===== config.mk =====
export PLATFORM = sky130hd
export DESIGN_NAME = wiaf_front
export DESIGN_NICKNAME = d
export VERILOG_FILES = /design/src/wiaf_pkg.sv /design/src/wiaf_front.sv
export SDC_FILE = /design/constraint.sdc
export NUM_CORES = 1
export LEC_CHECK = 0
export ABC_AREA = 0
export BUFFER_PORTS_ARGS = -buffer_cell sky130_fd_sc_hd__buf_2
export CAP_MARGIN = 20
export CORE_ASPECT_RATIO = 1.25
export CORE_UTILIZATION = 53
export CTS_CLUSTER_DIAMETER = 60
export DETAILED_ROUTE_END_ITERATION = 16
export PLACE_DENSITY = 0.79
export SYNTH_ARGS = -nofsm -noshare
export SYNTH_HDL_FRONTEND = slang
export SYNTH_SLANG_ARGS = --single-unit

===== constraint.sdc =====
create_clock -name clk -period 4.41 [get_ports clk]
set_clock_uncertainty 0.15 [all_clocks]
set_input_delay 0.882 -clock clk [delete_from_list [all_inputs] [get_ports clk]]
set_output_delay 0.882 -clock clk [all_outputs]
set_load 0.03 [all_outputs]

===== src/wiaf_pkg.sv =====
// ----------------------------------------------------------------------------
// wiaf_pkg
// shared action codes, compare outcomes and the control word that travels
// down the pipeline next to each item
// ----------------------------------------------------------------------------
package wiaf_pkg;

  localparam int FIELD_BITS = 64;

  localparam logic [3:0] ACT_ADD  = 4'd0;
  localparam logic [3:0] ACT_SUB  = 4'd1;
  localparam logic [3:0] ACT_NEG  = 4'd2;
  localparam logic [3:0] ACT_NOT  = 4'd3;
  localparam logic [3:0] ACT_AND  = 4'd4;
  localparam logic [3:0] ACT_OR   = 4'd5;
  localparam logic [3:0] ACT_XOR  = 4'd6;
  localparam logic [3:0] ACT_CMP  = 4'd7;
  localparam logic [3:0] ACT_UMUL = 4'd8;
  localparam logic [3:0] ACT_SMUL = 4'd9;

  localparam logic [1:0] CMP_LESS    = 2'd0;
  localparam logic [1:0] CMP_EQUAL   = 2'd1;
  localparam logic [1:0] CMP_GREATER = 2'd2;

  typedef struct packed {
    logic       valid;
    logic       mul;
    logic       neg;
    logic       carry;
    logic       overflow;
    logic [1:0] cmp;
  } ctrl_t;

endpackage


===== src/wiaf_front.sv =====
// ----------------------------------------------------------------------------
// wiaf_front
// first stage: add, sub, negate, logic and compare results with flags, and
// the operand magnitudes for the multiplier
// ----------------------------------------------------------------------------
module wiaf_front #(
  parameter int VALUE_BITS = 64
) (
  input  logic                              clk,
  input  logic                              rst,
  input  logic                              take,
  input  logic [3:0]                        action,
  input  logic [wiaf_pkg::FIELD_BITS-1:0]   operand_a,
  input  logic [wiaf_pkg::FIELD_BITS-1:0]   operand_b,
  input  logic                              signed_compare,
  output wiaf_pkg::ctrl_t                   ctrl,
  output logic [VALUE_BITS-1:0]             value,
  output logic [VALUE_BITS-1:0]             mag_a,
  output logic [VALUE_BITS-1:0]             mag_b
);

  localparam int VB = VALUE_BITS;

  logic [VB-1:0]   a;
  logic [VB-1:0]   b;
  logic [VB:0]     add_sum;
  logic [VB:0]     sub_diff;
  logic [VB-1:0]   neg_a;
  logic [VB-1:0]   neg_b;
  wiaf_pkg::ctrl_t ctrl_next;
  logic [VB-1:0]   value_next;
  logic [VB-1:0]   mag_a_next;
  logic [VB-1:0]   mag_b_next;

  assign a        = operand_a[VB-1:0];
  assign b        = operand_b[VB-1:0];
  assign add_sum  = {1'b0, a} + {1'b0, b};
  assign sub_diff = {1'b0, a} - {1'b0, b};
  assign neg_a    = '0 - a;
  assign neg_b    = '0 - b;

  always_comb begin
    ctrl_next          = '0;
    ctrl_next.valid    = take;
    ctrl_next.cmp      = wiaf_pkg::CMP_EQUAL;
    value_next         = '0;
    mag_a_next         = a;
    mag_b_next         = b;
    case (action)
      wiaf_pkg::ACT_ADD: begin
        value_next         = add_sum[VB-1:0];
        ctrl_next.carry    = add_sum[VB];
        ctrl_next.overflow = (a[VB-1] ^ add_sum[VB-1]) & (b[VB-1] ^ add_sum[VB-1]);
      end
      wiaf_pkg::ACT_SUB: begin
        value_next         = sub_diff[VB-1:0];
        ctrl_next.carry    = sub_diff[VB];
        ctrl_next.overflow = (a[VB-1] ^ b[VB-1]) & (a[VB-1] ^ sub_diff[VB-1]);
      end
      wiaf_pkg::ACT_NEG: begin
        // only the most negative value stays negative after negation
        value_next         = neg_a;
        ctrl_next.carry    = |a;
        ctrl_next.overflow = a[VB-1] & neg_a[VB-1];
      end
      wiaf_pkg::ACT_NOT: begin
        value_next = ~a;
      end
      wiaf_pkg::ACT_AND: begin
        value_next = a & b;
      end
      wiaf_pkg::ACT_OR: begin
        value_next = a | b;
      end
      wiaf_pkg::ACT_XOR: begin
        value_next = a ^ b;
      end
      wiaf_pkg::ACT_CMP: begin
        if (signed_compare && (a[VB-1] != b[VB-1])) begin
          ctrl_next.cmp = a[VB-1] ? wiaf_pkg::CMP_LESS : wiaf_pkg::CMP_GREATER;
        end else if (sub_diff[VB]) begin
          ctrl_next.cmp = wiaf_pkg::CMP_LESS;
        end else if (a == b) begin
          ctrl_next.cmp = wiaf_pkg::CMP_EQUAL;
        end else begin
          ctrl_next.cmp = wiaf_pkg::CMP_GREATER;
        end
      end
      wiaf_pkg::ACT_UMUL: begin
        ctrl_next.mul = 1'b1;
      end
      wiaf_pkg::ACT_SMUL: begin
        ctrl_next.mul = 1'b1;
        ctrl_next.neg = a[VB-1] ^ b[VB-1];
        mag_a_next    = a[VB-1] ? neg_a : a;
        mag_b_next    = b[VB-1] ? neg_b : b;
      end
      default: begin
        ctrl_next.cmp = wiaf_pkg::CMP_EQUAL;
      end
    endcase
  end

  always_ff @(posedge clk) begin
    if (rst) begin
      ctrl.valid <= 1'b0;
    end else begin
      ctrl.valid <= ctrl_next.valid;
    end
    ctrl.mul      <= ctrl_next.mul;
    ctrl.neg      <= ctrl_next.neg;
    ctrl.carry    <= ctrl_next.carry;
    ctrl.overflow <= ctrl_next.overflow;
    ctrl.cmp      <= ctrl_next.cmp;
    value         <= value_next;
    mag_a         <= mag_a_next;
    mag_b         <= mag_b_next;
  end

endmodule


== Word-level counts from Yosys, hierarchy flattened ==
Cells that the tools add are included.

* Bits in latches: 0
* Memories kept: 0
* RAM bits: 0
* Input port bits: 136
* Register bits: 199
* ROM bits: 0
* Output and inout bits: 199

* Eq/ne operators: 11
* Order comparisons: 0
* Shift-type cells: 0
* Mux-type cells: 11
* Divide/modulo/power cells: 0
* Bitwise logic cells: 11
* Add/sub/neg operators: 4
* Reduce and logical (&&, ||, !) cells: 4
* $mul: 0

{| class="wikitable"
|+ Operators with widths
! cell !! number
|-
| $pmux W64 S7 || 1
|-
| $mux W64 || 4
|-
| $sub A1 B64 Y64 const A || 2
|-
| $add A64 B64 Y65 || 1
|-
| $sub A64 B64 Y65 || 1
|-
| $and A64 B64 Y64 || 1
|-
| $eq A64 B64 Y1 || 1
|-
| $not A64 Y64 || 1
|-
| $or A64 B64 Y64 || 1
|-
| $reduce_or A64 Y1 || 1
|-
| $xor A64 B64 Y64 || 1
|-
| $eq A4 B3 Y1 const B || 4
|-
| $eq A4 B2 Y1 const B || 2
|-
| $eq A4 B4 Y1 const B || 2
|-
| $mux W2 || 4
|-
| $pmux W2 S3 || 1
|-
| $eq A4 B1 Y1 const B || 1
|-
| $logic_not A4 Y1 || 1
|-
| $xor A1 B1 Y1 || 4
|-
| $and A1 B1 Y1 || 3
|-
| $reduce_or A2 Y1 || 1
|-
| $logic_and A1 B1 Y1 || 1
|-
| $mux W1 || 1
|-
| $ne A1 B1 Y1 || 1
|}

== Depth between registers and ports, before layout ==
* Word-level depth: 4
* Depth in mapped cells: 14

== Least setup slack after synthesis ==
OpenSTA, ideal clock, no wires.

* Kind: input -> register
* Start point: in operand_a[4] (netlist bit)
* End point: reg value[57]
* Path slack: 0.082 ns
* Arrival time: 4.051 ns
* Stages: 14
* Data required time: 4.133 ns
* Cells stage by stage: clkbuf_1 > inv_1 > ha_1 > buf_4 > or3_4 > a2111o_1 > a31o_4 > o311ai_4 > a211o_4 > a211oi_2 > nor4b_4 > o31a_1 > a211oi_1 > or3_1

* Longest elaborated chain between the ends: 2

{| class="wikitable"
|+ Ends and longest elaborated chain
! element !! line !! source
|-
| start: declaration || wiaf_front.sv:13 || <nowiki>input logic [wiaf_pkg::FIELD_BITS-1:0] operand_a,</nowiki>
|-
| $sub A1 B64 Y64, or another cell as far along || wiaf_front.sv:39 || <nowiki>assign neg_a = '0 - a;</nowiki>
|-
| $pmux W64 S7 * || wiaf_front.sv:49 || <nowiki>case (action)</nowiki>
|-
| via value_next[57] || wiaf_front.sv:31 || <nowiki>logic [VB-1:0] value_next;</nowiki>
|-
| end signal: assignment || wiaf_front.sv:115 || <nowiki>value <= value_next;</nowiki>
|-
| end: declaration || wiaf_front.sv:17 || <nowiki>output logic [VALUE_BITS-1:0] value,</nowiki>
|}

The timed path passes the listed nets; every way through them passes the cells marked *.
A chain may end at the register's enable or synchronous reset.

== Worst setup path after layout ==
* Start point: in operand_a[0] (netlist bit)
* End point: reg value[60]

Same word-level chain as after synthesis.

==> flow_summary.yaml <==
sta:
  slew_headroom_pct: 33.7
  whs_ps: 369
  setup_tns_ps: 0
  rsz0062_at_grt: "false"
  tightestPinTransition_ps: 991
  worst_slack_ps: 228
  fmax_mhz: 239
  post-route-min-period_ps: 4180
  drv_slew: 0
  post-route-period-util_pct: 94.8
  timing_hold_violations_final: 0
  setup_viol: 0
logic_synthesis:
  syn_nets: 2900
  synth_edf_count: 0
  synthesis.instances: 2550
  yosysUniqueCellTypes: 97
  avgSynthCellArea_sq_um: 7.54
  synth_seq_area_share_pct: 20.7
  yosysMostFrequentCell: "nor2_1"
  yosysWarnings: 0
  synth_seq_cells: 199
  async_reset_ff_share_pct: 0
  netlist_area_sq_um: 19200
  synth_area_leaders: "dfxtp_1, ha_1, xnor2_1"
  synth_top_area_share_pct: 20.7
  synth_area_leader_cell: "dfxtp_1"
  synth_commonest_cells: "nor2_1, xnor2_1, ha_1"
  synthFlopType: "dfxtp_1"
clock_tree:
  cts_tree: "built"
  ctsHoldBuffers: 0
  htree_levels: 4
  clockRootBuffer: "clkbuf_16"
  clk_transition_reported_paths_ps: 80
  clock_sinks: 199
  numCtsBuffers: 17
  cts.path.max_buffers: 2
final_layout:
  fin_area_sq_um: 24500
  fin_cells: 3657
  fin_util_pct: 68.9
  area_growth_pct: 27.4
  drive_above_1_share_pct: 26.0
  nFillCells: 2842
  fin_nets: 3517
worst_setup_path:
  worstPathRequired_ps: 4630
  crit_fanout: 5
  crit_type: "in -> reg"
  crit_path_end_kind: "flop"
  crit_arrival_ps: 4400
  worstSetupStartpointType: "input pin"
job:
  max-cap-violations: 0
grt:
  antenna_found_initial: 3
  grt_pass1_wl_um: 136000
  grt_pass1_vias: 23437
  grt-ovfl-total: 0
  grt_usage_pct: 49.0
  grt_max_degree: 121
placed_design:
  place.gp.congestion: 1.04
  dp_hpwl_um: 70700
  place_area_sq_um: 23900
  placedCellCount: 3622
  dp_slack_ps: -267
  portBuffers: 334
routing:
  drc: 0
  wl_per_cell_um: 24.9
  num_vias: 23374
  drt_iter0_drc: 2583
  dr.pass1.iters: 6
  vias_per_cell: 6.39
  drtAntennaViolNets: 0
  finalWirelength_um: 91000
die:
  rows: 77
  die_y_um: 215
  die_x_um: 172
  die_area_sq_um: 37000
  core_area_sq_um: 35600
  start_util_pct: 54.1
  io_pins: 335
status:
  status: "finished, final reports clean"
pwr:
  p_total_mw: 6.32
  peakVddDrop_v: 0.000276
  p_per_area_nw_per_um2: 258
  total_leakage_power_nw: 11.2
hold_path:
  hold_class: "in -> reg"
## critical path, cell delays in order
cell	delay, ps
buf_2	110
ha_1	180
inv_1	60
fa_1	410
nor2b_1	190
o211ai_1	140
a31o_2	280
o211ai_1	260
a31oi_1	240
o31ai_2	360
buf_4	170
a41oi_1	240
o211a_1	310
a2111oi_1	410
o41ai_1	160
## cells in the final DEF (no fill, tap or decap), drive strengths merged, types with 11 or more instances in the layout
| cell | n |
|---|---|
| a211oi | 22 |
| a21o | 26 |
| a21oi | 211 |
| a221oi | 49 |
| a22oi | 16 |
| a31oi | 26 |
| and2 | 17 |
| and3 | 14 |
| buf | 731 |
| clkbuf | 18 |
| dfxtp | 199 |
| ha | 212 |
| inv | 213 |
| mux2i | 14 |
| nand2 | 171 |
| nand2b | 21 |
| nand3 | 49 |
| nand4 | 43 |
| nor2 | 273 |
| nor2b | 21 |
| nor3 | 75 |
| nor4 | 52 |
| o211ai | 19 |
| o21a | 17 |
| o21ai | 133 |
| o21bai | 23 |
| o221ai | 54 |
| o31a | 11 |
| o31ai | 40 |
| or2 | 12 |
| or3 | 31 |
| or4 | 12 |
| xnor2 | 229 |
## flip-flops by register name, summed over array words and instances, names as in the netlist
| register | flops |
|---|---|
| ctrl | 7 |
| mag_b | 64 |
| mag_a | 64 |
| value | 64 |
## kinds of logic after synthesis
kind of cell | synth area share [%]
AND/OR/NAND/NOR | 20.8
AO/OA/AOI/OAI | 26.0
multiplexers | 0.729
buffers and inverters | 7.16
XOR/XNOR | 10.6
flip-flops | 20.7
adder cells (fa/ha/maj) | 14.0
## routing by layer
metal,track usage (%),vias to the layer above,share of wire (%)
met3,15.9,600,9.9
met5,0,-,0
li1,-,10370,-
met1,49.1,10878,33
met2,79.1,1526,46
met4,46.2,0,11
## where the power goes
part	internal [mW]	switching, mW
clock network	0.747	0.835
logic	1.00	1.74
registers	1.95	0.0440
## layout make-up
class / instances / area, sq um / area share, %
Clock inverter: 14 / 129 / 0.526
Inverter: 203 / 762 / 3.11
Clock buffer: 18 / 429 / 1.75
Timing Repair Buffer: 731 / 4700 / 19.2
Tap cell: 474 / 593 / 2.42
Antenna cell: 3 / 7.51 / 0.0306
Sequential cell: 199 / 3980 / 16.3
Multi-Input combinational cell: 2015 / 13900 / 56.7
## repair_timing
item / 4_1_cts / 5_1_grt
buffers inserted: 0 / 0
gates resized for setup: 0 / 2
endpoints found under the setup margin: 0 / 1
## path summary, 6_finish.rpt
check	startpoint	to	slack, ps	cells after the start
max	operand_a[0]	value[60]	230	15
min	operand_a[0]	mag_a[0]	370	1
Power figures use the tool's default switching activity.
